[src/hw/rtl/assert_macros.svh]
// assertion macros used by the lfu cache top module
`ifndef ASSERT_MACROS_SVH
`define ASSERT_MACROS_SVH

// checked on every rising clock edge outside reset
`define LFU_ASSERT(name, prop, msg) \
  name: assert property (@(posedge clk_i) disable iff (!rst_ni) prop) else $error(msg);

// checked on every rising clock edge, reset included
`define LFU_ASSERT_ALWAYS(name, prop, msg) \
  name: assert property (@(posedge clk_i) prop) else $error(msg);

`endif

[src/hw/rtl/lfu_pkg.sv]
// shared types and constants of the lfu cache
`default_nettype none

package lfu_pkg;

  localparam int unsigned MAX_ENTRIES_DEF = 16;
  localparam int unsigned KEY_BITS_DEF    = 32;
  localparam int unsigned COUNT_BITS_DEF  = 16;

  localparam int unsigned DATA_W     = 32;
  localparam int unsigned KEY_PORT_W = 32;
  localparam int unsigned CAP_W      = 5;
  localparam int unsigned APB_DATA_W = 32;
  localparam int unsigned APB_ADDR_W = 1;

  localparam logic [CAP_W-1:0]      CAP_RESET     = 5'd16;
  localparam logic [APB_ADDR_W-1:0] ADDR_CAPACITY = 1'b0;

  localparam logic REQ_GET = 1'b0;
  localparam logic REQ_PUT = 1'b1;

  localparam logic [DATA_W-1:0] READ_MISS = '1;

  // per-entry decision of the scan comparator
  typedef struct packed {
    logic hit;
    logic take_victim;
    logic take_free;
  } lfu_cmp_t;

endpackage

`default_nettype wire

[src/hw/rtl/lfu_cache_with_lru_tiebreak.sv]
// lfu key-value cache with lru tie-break, serial scan over the entry memories
// a request is scanned against every entry, then updated; the result is registered
// one request at a time: a new one is taken only in idle, the update waits for a free result slot; the scan reads one
//   entry per cycle from the entry memories through the single comparator
// reset: valid bits and occupancy clear at once, capacity returns to 16, no clearing pass
`default_nettype none
`include "assert_macros.svh"

module lfu_cache_with_lru_tiebreak import lfu_pkg::*; #(
  parameter int unsigned MAX_ENTRIES = MAX_ENTRIES_DEF,
  parameter int unsigned KEY_BITS    = KEY_BITS_DEF,
  parameter int unsigned COUNT_BITS  = COUNT_BITS_DEF
) (
  input  logic                    clk_i,
  input  logic                    rst_ni,
  input  logic                    psel,
  input  logic                    penable,
  input  logic                    pwrite,
  input  logic [APB_ADDR_W-1:0]   paddr,
  input  logic [APB_DATA_W-1:0]   pwdata,
  output logic [APB_DATA_W-1:0]   prdata,
  output logic                    pready,
  input  logic                    in_valid_i,
  output logic                    in_ready_o,
  input  logic                    req_type_i,
  input  logic [KEY_PORT_W-1:0]   req_key_i,
  input  logic signed [DATA_W-1:0] req_value_i,
  output logic                    out_valid_o,
  input  logic                    out_ready_i,
  output logic                    hit_o,
  output logic signed [DATA_W-1:0] read_value_o,
  output logic                    evicted_o,
  output logic [KEY_PORT_W-1:0]   evicted_key_o
);

  localparam int unsigned IDX_W = (MAX_ENTRIES > 1) ? $clog2(MAX_ENTRIES) : 1;
  localparam int unsigned OCC_W = $clog2(MAX_ENTRIES + 1);
  localparam logic [IDX_W-1:0] LAST_IDX = IDX_W'(MAX_ENTRIES - 1);
  localparam logic [COUNT_BITS-1:0] CNT_MAX = '1;
  localparam logic [COUNT_BITS-1:0] CNT_ONE = COUNT_BITS'(1);

  typedef enum logic [1:0] {
    ST_IDLE,
    ST_SCAN,
    ST_UPD
  } state_e;

  state_e state_q;

  // configuration
  logic [CAP_W-1:0] capacity_q;
  logic [OCC_W-1:0] cap_eff;

  // entry storage
  logic [KEY_BITS-1:0]   key_mem [MAX_ENTRIES];
  logic [DATA_W-1:0]     val_mem [MAX_ENTRIES];
  logic [COUNT_BITS-1:0] cnt_mem [MAX_ENTRIES];
  logic [IDX_W-1:0]      rank_q  [MAX_ENTRIES];
  logic [MAX_ENTRIES-1:0] valid_q;
  logic [OCC_W-1:0]      occ_q;

  // request
  logic                req_type_q;
  logic [KEY_BITS-1:0] req_key_q;
  logic [DATA_W-1:0]   req_val_q;

  // scan pipeline
  logic [IDX_W-1:0]      idx_q;
  logic                  issue_done_q;
  logic                  rd_vld_q;
  logic [IDX_W-1:0]      rd_idx_q;
  logic                  rd_valid_q;
  logic [KEY_BITS-1:0]   rd_key_q;
  logic [DATA_W-1:0]     rd_val_q;
  logic [COUNT_BITS-1:0] rd_cnt_q;
  logic [IDX_W-1:0]      rd_rank_q;
  logic                  scan_rd;

  // running scan results
  logic                  found_q;
  logic [IDX_W-1:0]      m_idx_q;
  logic [DATA_W-1:0]     m_val_q;
  logic [COUNT_BITS-1:0] m_cnt_q;
  logic [IDX_W-1:0]      m_rank_q;
  logic                  vf_q;
  logic [IDX_W-1:0]      v_idx_q;
  logic [COUNT_BITS-1:0] v_cnt_q;
  logic [IDX_W-1:0]      v_rank_q;
  logic [KEY_BITS-1:0]   v_key_q;
  logic                  ff_q;
  logic [IDX_W-1:0]      f_idx_q;
  lfu_cmp_t              flags;

  // result registers
  logic                out_valid_q;
  logic                out_hit_q;
  logic [DATA_W-1:0]   out_rd_q;
  logic                out_ev_q;
  logic [KEY_PORT_W-1:0] out_evk_q;

  // update decision
  logic                  upd_go;
  logic                  wr_en;
  logic                  ins;
  logic                  age_all;
  logic [IDX_W-1:0]      wr_idx;
  logic [DATA_W-1:0]     wr_val;
  logic [COUNT_BITS-1:0] wr_cnt;
  logic [IDX_W-1:0]      old_rank;
  logic                  res_hit;
  logic [DATA_W-1:0]     res_rd;
  logic                  res_ev;
  logic [KEY_PORT_W-1:0] res_evk;

  assign pready = 1'b1;
  assign prdata = (paddr == ADDR_CAPACITY) ? APB_DATA_W'(capacity_q) : '0;

  always_ff @(posedge clk_i or negedge rst_ni) begin
    if (!rst_ni) begin
      capacity_q <= CAP_RESET;
    end else if (psel && penable && pwrite && pready && (paddr == ADDR_CAPACITY)) begin
      capacity_q <= pwdata[CAP_W-1:0];
    end
  end

  assign cap_eff = (32'(capacity_q) > MAX_ENTRIES) ? OCC_W'(MAX_ENTRIES) : OCC_W'(capacity_q);

  assign in_ready_o    = (state_q == ST_IDLE);
  assign out_valid_o   = out_valid_q;
  assign hit_o         = out_hit_q;
  assign read_value_o  = out_rd_q;
  assign evicted_o     = out_ev_q;
  assign evicted_key_o = out_evk_q;

  assign scan_rd = (state_q == ST_SCAN) && !issue_done_q;

  lfu_cmp #(
    .KEY_BITS   (KEY_BITS),
    .COUNT_BITS (COUNT_BITS),
    .RANK_W     (IDX_W)
  ) u_cmp (
    .ent_valid_i  (rd_valid_q),
    .ent_key_i    (rd_key_q),
    .ent_cnt_i    (rd_cnt_q),
    .ent_rank_i   (rd_rank_q),
    .req_key_i    (req_key_q),
    .found_i      (found_q),
    .vic_found_i  (vf_q),
    .vic_cnt_i    (v_cnt_q),
    .vic_rank_i   (v_rank_q),
    .free_found_i (ff_q),
    .flags_o      (flags)
  );

  always_comb begin
    upd_go   = (state_q == ST_UPD) && (!out_valid_q || out_ready_i);
    res_hit  = 1'b0;
    res_rd   = '0;
    res_ev   = 1'b0;
    res_evk  = '0;
    ins      = 1'b0;
    wr_en    = 1'b0;
    age_all  = 1'b0;
    wr_idx   = m_idx_q;
    wr_val   = m_val_q;
    old_rank = m_rank_q;
    if (req_type_q == REQ_GET) begin
      if (found_q) begin
        res_hit = 1'b1;
        res_rd  = m_val_q;
        wr_en   = 1'b1;
      end else begin
        res_rd  = READ_MISS;
      end
    end else if (cap_eff != '0) begin
      if (found_q) begin
        res_hit = 1'b1;
        wr_en   = 1'b1;
        wr_val  = req_val_q;
      end else if ((occ_q >= cap_eff) && vf_q) begin
        res_ev   = 1'b1;
        res_evk  = KEY_PORT_W'(v_key_q);
        ins      = 1'b1;
        wr_en    = 1'b1;
        wr_idx   = v_idx_q;
        wr_val   = req_val_q;
        old_rank = v_rank_q;
      end else if (ff_q) begin
        ins     = 1'b1;
        wr_en   = 1'b1;
        wr_idx  = f_idx_q;
        wr_val  = req_val_q;
        age_all = 1'b1;
      end
    end
    if (ins) begin
      wr_cnt = CNT_ONE;
    end else if (m_cnt_q == CNT_MAX) begin
      wr_cnt = m_cnt_q;
    end else begin
      wr_cnt = m_cnt_q + CNT_ONE;
    end
  end

  // entry memories: one scan read port, one write port
  always_ff @(posedge clk_i) begin
    if (scan_rd) begin
      rd_key_q   <= key_mem[idx_q];
      rd_val_q   <= val_mem[idx_q];
      rd_cnt_q   <= cnt_mem[idx_q];
      rd_rank_q  <= rank_q[idx_q];
      rd_valid_q <= valid_q[idx_q];
      rd_idx_q   <= idx_q;
    end
    if (upd_go && wr_en) begin
      key_mem[wr_idx] <= req_key_q;
      val_mem[wr_idx] <= wr_val;
      cnt_mem[wr_idx] <= wr_cnt;
    end
  end

  // recency ranks age in parallel on a touch or insert
  always_ff @(posedge clk_i) begin
    if (upd_go && wr_en) begin
      for (int i = 0; i < MAX_ENTRIES; i++) begin
        if (IDX_W'(i) == wr_idx) begin
          rank_q[i] <= '0;
        end else if (valid_q[i] && (age_all || (rank_q[i] < old_rank))) begin
          rank_q[i] <= rank_q[i] + 1'b1;
        end
      end
    end
  end

  // payload of the request and the scan winners
  always_ff @(posedge clk_i) begin
    if (in_valid_i && in_ready_o) begin
      req_type_q <= req_type_i;
      req_key_q  <= KEY_BITS'(req_key_i);
      req_val_q  <= req_value_i;
    end
    if (rd_vld_q && (state_q == ST_SCAN)) begin
      if (flags.hit) begin
        m_idx_q  <= rd_idx_q;
        m_val_q  <= rd_val_q;
        m_cnt_q  <= rd_cnt_q;
        m_rank_q <= rd_rank_q;
      end
      if (flags.take_victim) begin
        v_idx_q  <= rd_idx_q;
        v_cnt_q  <= rd_cnt_q;
        v_rank_q <= rd_rank_q;
        v_key_q  <= rd_key_q;
      end
      if (flags.take_free) begin
        f_idx_q <= rd_idx_q;
      end
    end
  end

  always_ff @(posedge clk_i or negedge rst_ni) begin
    if (!rst_ni) begin
      state_q      <= ST_IDLE;
      idx_q        <= '0;
      issue_done_q <= 1'b0;
      rd_vld_q     <= 1'b0;
      found_q      <= 1'b0;
      vf_q         <= 1'b0;
      ff_q         <= 1'b0;
      valid_q      <= '0;
      occ_q        <= '0;
      out_valid_q  <= 1'b0;
      out_hit_q    <= 1'b0;
      out_rd_q     <= '0;
      out_ev_q     <= 1'b0;
      out_evk_q    <= '0;
    end else begin
      if (out_valid_q && out_ready_i && !upd_go) begin
        out_valid_q <= 1'b0;
      end
      case (state_q)
        ST_IDLE: begin
          if (in_valid_i) begin
            state_q      <= ST_SCAN;
            idx_q        <= '0;
            issue_done_q <= 1'b0;
            rd_vld_q     <= 1'b0;
            found_q      <= 1'b0;
            vf_q         <= 1'b0;
            ff_q         <= 1'b0;
          end
        end
        ST_SCAN: begin
          rd_vld_q <= scan_rd;
          if (scan_rd) begin
            idx_q <= idx_q + 1'b1;
            if (idx_q == LAST_IDX) begin
              issue_done_q <= 1'b1;
            end
          end
          if (rd_vld_q) begin
            if (flags.hit) begin
              found_q <= 1'b1;
            end
            if (flags.take_victim) begin
              vf_q <= 1'b1;
            end
            if (flags.take_free) begin
              ff_q <= 1'b1;
            end
            if (rd_idx_q == LAST_IDX) begin
              state_q <= ST_UPD;
            end
          end
        end
        ST_UPD: begin
          if (upd_go) begin
            state_q     <= ST_IDLE;
            out_valid_q <= 1'b1;
            out_hit_q   <= res_hit;
            out_rd_q    <= res_rd;
            out_ev_q    <= res_ev;
            out_evk_q   <= res_evk;
            if (ins) begin
              valid_q[wr_idx] <= 1'b1;
              if (!res_ev) begin
                occ_q <= occ_q + 1'b1;
              end
            end
          end
        end
        default: begin
          state_q <= ST_IDLE;
        end
      endcase
    end
  end

  `LFU_ASSERT(a_occ_matches_valid, 32'(occ_q) == $countones(valid_q), "occupancy off")
  `LFU_ASSERT(a_busy_after_transfer, (in_valid_i && in_ready_o) |=> !in_ready_o, "ready right after request transfer")
  `LFU_ASSERT(a_evict_not_hit, (out_valid_o && evicted_o) |-> !hit_o, "eviction reported on a hit")
  `LFU_ASSERT(a_evict_key_zero, (out_valid_o && !evicted_o) |-> (evicted_key_o == '0), "evicted key without eviction")

endmodule

`default_nettype wire

[src/hw/rtl/lfu_cmp.sv]
// scan comparator: key match, victim order and free slot test for one entry
`default_nettype none

module lfu_cmp import lfu_pkg::*; #(
  parameter int unsigned KEY_BITS   = KEY_BITS_DEF,
  parameter int unsigned COUNT_BITS = COUNT_BITS_DEF,
  parameter int unsigned RANK_W     = 4
) (
  input  logic                  ent_valid_i,
  input  logic [KEY_BITS-1:0]   ent_key_i,
  input  logic [COUNT_BITS-1:0] ent_cnt_i,
  input  logic [RANK_W-1:0]     ent_rank_i,
  input  logic [KEY_BITS-1:0]   req_key_i,
  input  logic                  found_i,
  input  logic                  vic_found_i,
  input  logic [COUNT_BITS-1:0] vic_cnt_i,
  input  logic [RANK_W-1:0]     vic_rank_i,
  input  logic                  free_found_i,
  output lfu_cmp_t              flags_o
);

  always_comb begin
    flags_o.hit         = ent_valid_i && !found_i && (ent_key_i == req_key_i);
    flags_o.take_victim = ent_valid_i &&
                          (!vic_found_i || (ent_cnt_i < vic_cnt_i) ||
                           ((ent_cnt_i == vic_cnt_i) && (ent_rank_i > vic_rank_i)));
    flags_o.take_free   = !ent_valid_i && !free_found_i;
  end

endmodule

`default_nettype wire

[config.mk]
export PLATFORM = sky130hd
export DESIGN_NAME = lfu_cache_with_lru_tiebreak
export DESIGN_NICKNAME = d
export VERILOG_FILES = /design/src/hw/rtl/lfu_pkg.sv /design/src/hw/rtl/lfu_cache_with_lru_tiebreak.sv /design/src/hw/rtl/lfu_cmp.sv
export VERILOG_INCLUDE_DIRS = /design/src /design/src/hw/rtl
export SDC_FILE = /design/constraint.sdc
export NUM_CORES = 2
export LEC_CHECK = 0
export BUFFER_PORTS_ARGS = -buffer_cell sky130_fd_sc_hd__clkbuf_2
export CAP_MARGIN = 0
export CELL_PAD_IN_SITES_DETAIL_PLACEMENT = 0
export CELL_PAD_IN_SITES_GLOBAL_PLACEMENT = 1
export CORE_MARGIN = 3
export CORE_UTILIZATION = 62
export CTS_BUF_LIST = sky130_fd_sc_hd__clkbuf_4
export DETAILED_ROUTE_END_ITERATION = 16
export GPL_TIMING_DRIVEN = 0
export PLACE_DENSITY = 0.95
export SYNTH_ARGS = -nofsm -noshare
export SYNTH_HDL_FRONTEND = slang
export SYNTH_HIERARCHICAL = 1
export SYNTH_SLANG_ARGS = --single-unit
[constraint.sdc]
create_clock -name clk_i -period 12.5 [get_ports clk_i]
set_input_delay 0.625 -clock clk_i [delete_from_list [all_inputs] [get_ports clk_i]]
set_output_delay 0.625 -clock clk_i [all_outputs]
set_load 0.01 [all_outputs]
Word level (Yosys, flattened, before mapping)
Memories as Yosys holds them, arrays and structs flattened. A register that Yosys moved wholly into a read port is not among the register bits.
Cells that the tools add are included.
Widths: inputs -> output; s select.
- equal/unequal tests: 31
- reduce and logical (&&, ||, !) cells: 76
- add/subtract/negate cells: 19
- magnitude comparators: 23
- bitwise logic cells: 19
- muxes and demuxes: 202
- operators by type and width (kind ; count):
    $mux 32 ; 11
    $mux 1 ; 147
    $mux 4 ; 27
    $add 4x1->4 const B ; 17
    $lt 4x4->1 ; 16
    $logic_and 1x1->1 ; 33
    $eq 32x32->1 ; 1
    $eq 4x4->1 const A ; 8
    $mux 16 ; 2
    $reduce_and 4->1 ; 6
    $logic_or 1x1->1 ; 19
    $add 16x1->16 const B ; 1
    $eq 16x16->1 ; 1
    $eq 16x16->1 const B ; 1
    $eq 3x4->1 const A ; 4
    $lt 16x16->1 ; 1
    $or 1x1->1 ; 16
    $or 16x16->16 ; 1
    $ne 2x2->1 const B ; 7
    $lt 4x5->1 const B ; 2
    $mux 5 ; 2
    $pmux 1 s2 ; 5
    $reduce_and 2->1 ; 5
    $eq 2x4->1 const A ; 2
    22 further kinds ; 35
- input port bits: 105
- bits in writable memories: 1344
- register bits: 290
- memories: 4
- output and inout bits: 101
- memory list (name ; depth ; bits a word ; rd ports ; clocked after memory_dff ; wr ports ; RTL line ; text):
    key_mem ; 16 ; 32 ; 1 ; 1 ; 1 ; lfu_cache_with_lru_tiebreak.sv:55 ; logic [KEY_BITS-1:0] key_mem [MAX_ENTRIES];
    val_mem ; 16 ; 32 ; 1 ; 1 ; 1 ; lfu_cache_with_lru_tiebreak.sv:56 ; logic [DATA_W-1:0] val_mem [MAX_ENTRIES];
    cnt_mem ; 16 ; 16 ; 1 ; 1 ; 1 ; lfu_cache_with_lru_tiebreak.sv:57 ; logic [COUNT_BITS-1:0] cnt_mem [MAX_ENTRIES];
    rank_q ; 16 ; 4 ; 17 ; 1 ; 16 ; lfu_cache_with_lru_tiebreak.sv:58 ; logic [IDX_W-1:0] rank_q [MAX_ENTRIES];

Longest topological paths before layout
- word-level depth: 16
- depth in mapped cells: 16
- gate-level depth less buffers: 15

Hierarchy
The synthesis kept the hierarchy.
- modules (own cells, without submodules) (module ; instances ; area each (um^2) ; cells an instance):
    lfu_cache_with_lru_tiebreak ; 1 ; 66777.8 ; 3035
    lfu_cmp ; 1 ; 880.8 ; 115

Least setup slack after synthesis
Ideal clock, no wire load.
- path type: register to register
- start: reg capacity_q[4]
- end: mem rank_q[1][0] (netlist bit) (enable)
- setup slack: 4042 ps
- library setup time: 320 ps
- cell stages (with the launch flop): 11
- data arrival time: 8137 ps
- clock period less this slack: 8458 ps
- cells stage by stage: dfstp_2 -> and2b_2 -> ha_1 -> nand2b_1 -> a31oi_1 -> o21a_2 -> buf_6 -> mux2_2 -> o22ai_2 -> nor3_1 -> nand2b_1
- RTL lines (item ; RTL line ; text):
    start: declaration ; lfu_cache_with_lru_tiebreak.sv:51 ; logic [CAP_W-1:0] capacity_q;
    start signal: assignment ; lfu_cache_with_lru_tiebreak.sv:122 ; capacity_q <= pwdata[CAP_W-1:0];
    end: declaration ; lfu_cache_with_lru_tiebreak.sv:58 ;

==> summary.txt <==
Drt
  • DRC: 0
  • Mean number of vias per cell: about 7
  • ANT nets after route: 0
  • Total Wirelength: approximately 200000 um
  • 1st-iter DRT viols: roughly 6.9k
  • Routed length per instance: between 30 and 40 um
  • TritonRoute pass-1 iters: 6
  • Via Count: around 40k

Synthesis
  • Ys async rst share: under 10%
  • Compound-Gate Fraction of Synth Area: under 10%
  • Largest family of logic cells by synthesized area: multiplexers
  • Post-synthesis mux area share: around 15%
  • Syn Area/Cell: approximately 21 um2
  • Synth Cell Area: ~0.068 mm2
  • Simple-gate portion of the synthesized area: between 2 and 2.5%
  • Adder and majority gate portion of the synthesized area: 1.70%
  • Post-synthesis register bit count: roughly 1.7k
  • Synthesized instance count: 3150
  • Distinct cells, synth: 82
  • Ys flop type: edfxtp_1
  • Synth warnings: 6
  • Xor/xnor cell area share of the yosys netlist: less than 1%
  • Number of synthesized flops with an enable pin: between 1.5k and 2k
  • Sequential area share after synthesis: 75.5%

Critical path
  • Worst-path fanout max: 11
  • Reg2Reg Capture Point: rank_q[13][3]
  • R2R depth: 14
  • Cell Chain, Critical Path: and2b_2 > ha_1 > nand2b_1 > a31oi_1 > o21a_2 > buf_6 > nor2_1 > mux2i_2 > buf_8 > ha_1 > a2111oi_0 > nand2_1 > a2bb2oi_1 > a21oi_1
  • Startpoint type of the worst setup path: register
  • Delay-heaviest family, CP: compound AO/OA/AOI/OAI gates
  • CP Data Required Time: 13.33 ns
  • CP max stage cell: mux2i_2
  • CP Class: register to register
  • RR Startpoint: capacity_q[4]
  • CP max stage delay: 0.68 ns
  • CP dominant cell by count: ha_1
  • R2r setup slk: 7.46 ns
  • Buffers plus inverters on the worst setup path: 2
  • WP data arrival: 5.87 ns
  • Crit. End Element: register

Pwr
  • Leak: between 20 and 30 nW
  • Sw Pwr: between 5 and 6 mW
  • Sw Ratio: a little under a third
  • Combinational power share: 26.1%
  • Clock share of power: 28.7%
  • VDD IR max: ~0.15 mV
  • Internal: 11.1 mW
  • Power Density: 208 mW/mm2
  • Sequential share of power: a little under half

Final layout
  • Most common cell after layout, fill and taps aside: edfxtp_1
  • Layout Utilization: approximately 73%
  • Fillers: about 5.6k
  • Design area: 0.0781 mm2
  • Nets: 4106
  • Share of cells above drive strength 1: 35.0%
  • Fin cells: between 5k and 6k
  • Syn-to-layout area delta: 15.4%
  • Highest-count cells in the layout ignoring fill and taps: edfxtp_1 (1614), clkbuf_4 (615), mux4_2 (425)

GRT
  • Initial antenna violation count: 8
  • Gr usage total: 35.7%
  • First-pass GRT wire length: around 280000 um
  • Pin count of the biggest net entering global routing: 90
  • Total congestion overflow: 0
  • Vias in the first global route: 40.4k

Placed design
  • Placer Congestion: 0.869
  • IO Port Bufs: 150
  • HPWL after DPL: roughly 110000 um
  • Area of placed instances: between 0.07 and 0.08 mm2
  • Cells after DPL: just under 5k

Die
  • # IOs: 206
  • Die height: approximately 340 um
  • # rows: 120
  • Starting Density: ~63%
  • Placeable core region: about 0.11 mm2
  • Die ar.: 0.113 mm2
  • Die Wd: between 300 and 400 um

Clock tree
  • CTS clock-pin slew for the worst setup and hold paths: 0.08 ns
  • Clk buf depth: 4
  • Cts bufs inserted: approximately 410
  • # resized after CTS: 0
  • TritonCTS Sinks: between 1.5k and 2k
  • H-tree depth: 5
  • Clk_lat worst skew: roughly 1.3 ns
  • TritonCTS clock tree: done
  • Clk root buf: clkbuf_4

STA
  • Setup-failing EPs final: 0
  • Hold Vio Cnt, Final: 0
  • Rel. slew slack: 6.85%
  • Clk_skew: between 0.1 and 0.15 ns
  • Slew Limit Fails: 0
  • Final period util: between 40% and 50%
  • Slew at the pin with the worst max-slew slack: between 1 and 1.5 ns
  • RSZ-0062 raised after global routing: no
  • Post-route minimum period: a little over 5 ns
  • Fmax: roughly 200 MHz

Hold path
  • Min-delay src: req_key_i[24]
  • Hold Crit Class: primary input to register
  • Hold depth: 2
  • Hold EP: req_key_q[24]

Status
  • Status: completed

Job
  • Max cap viols: 0
-- stage by stage --
step | TNS (ns) | total power, mW | worst slack, ns | hold slack [ns]
global placement | -268.35 | 11.2 | -3.47 | 0.401
finish | 0 | 16.2 | 7.46 | 0.0932
global route | 0 | 16.7 | 7.29 | 0.0318
CTS | 0 | 16.1 | 7.53 | 0.000813
floorplan | 0 | 9.96 | 4.04 | 0.329
detailed placement | 0 | 11.4 | 7.52 | 0.405
-- Yosys cell counts (all sizes together) (5+ instances only) --
master / n / area share (%)
edfxtp: 1614 / 72
mux4: 425 / 14
dfrtp: 103 / 3.8
buf: 92 / 0.82
ha: 92 / 1.7
o21ai: 84 / 0.63
nand2: 81 / 0.45
clkbuf: 73 / 0.40
nor2: 68 / 0.39
xnor2: 44 / 0.57
mux2: 42 / 0.70
inv: 39 / 0.22
nor3: 38 / 0.29
a21oi: 34 / 0.29
a22o: 33 / 0.43
nand3: 33 / 0.26
xor2: 31 / 0.40
a21o: 21 / 0.24
nand4: 20 / 0.18
o21a: 15 / 0.17
nor2b: 12 / 0.11
o211a: 12 / 0.18
nand2b: 11 / 0.11
nor3b: 11 / 0.16
o22ai: 11 / 0.12
o311ai: 11 / 0.26
and3: 9 / 0.083
o2111ai: 9 / 0.17
a211o: 8 / 0.11
nor4: 7 / 0.096
a32oi: 6 / 0.078
nor4b: 6 / 0.078
mux2i: 5 / 0.074
-- cell families after synthesis --
group,count (synthesis)
other cells,2
compound gates,275
xor+xnor,75
mux,472
fa+ha+maj,92
simple gates,312
buf+inv,204
flops,1718
-- worst register-to-register path: cells and delay by family (launching register included) --
kind / cells / cell delay (ns)
compound gates: 5 / 1.45
simple gates: 4 / 1.01
fa+ha+maj: 2 / 0.53
flops: 1 / 0.58
mux: 1 / 0.69
buf+inv: 2 / 0.41
-- sequential cells by signal, summed over array words and instances (netlist names), 5 cells and up --
signal,flops
valid_q,16
rd_key_q,32
rd_cnt_q,16
v_key_q,32
read_value_o,32
evicted_key_o,32
req_key_q,32
cnt_mem,256
val_mem,512
req_val_q,32
key_mem,512
m_val_q,32
rank_q,64
occ_q,5
v_cnt_q,16
rd_val_q,32
capacity_q,5
m_cnt_q,16
-- worst max-delay path by stage --
stage | endpoint | cells past startpoint | start
CTS | rank_q[13][3] | 14 | capacity_q[4]
global route | rank_q[15][1] | 14 | capacity_q[4]
detailed placement | rank_q[14][2] | 14 | capacity_q[4]
floorplan | rank_q[1][0] | 10 | capacity_q[4]
finish | rank_q[13][3] | 14 | capacity_q[4]
global placement | rank_q[1][3] | 11 | capacity_q[4]
-- area by class of cell --
cell class / count / area, um2 / area share [%]
repair buffers: 318 / 3180 / 4.08
clock buffers: 614 / 4610 / 5.90
multi-input cells: 1254 / 15900 / 20.3
inverters: 39 / 149 / 0.191
clock inverters: 122 / 608 / 0.779
diodes: 3 / 7.51 / 0.00962
flip-flops and latches: 1718 / 51100 / 65.4
well taps: 1403 / 1760 / 2.25
plain buffers: 165 / 835 / 1.07
-- power groups by stage --
stage	Sequential (mW)	Clock, mW	Combinational [mW]
after detailed placement	7.43	0	4.01
after floorplan	7.34	0	2.62
after global routing	7.36	4.95	4.36
after CTS	7.32	4.64	4.12
final	7.35	4.66	4.24
after global placement	7.45	0	3.76
-- routing by layer --
| metal | global-route usage (%) | share of wire [%] | up-vias | wire length [um] |
|---|---|---|---|---|
| li1 | - | - | 14889 | - |
| met1 | 45.7 | 31 | 19533 | 62100 |
| met2 | 54.8 | 47 | 4250 | 92600 |
| met3 | 10.8 | 15 | 938 | 28800 |
| met4 | 21.3 | 7.1 | 4 | 13900 |
| met5 | 0 | 0.017 | - | 33 |
-- repair_timing --
| action | 4_1_cts | 5_1_grt |
|---|---|---|
| hold endpoints to repair | 179 | 0 |
| hold buffers | 92 | 0 |
| buffers inserted | 0 | 0 |
Power figures use the tool's default switching activity.
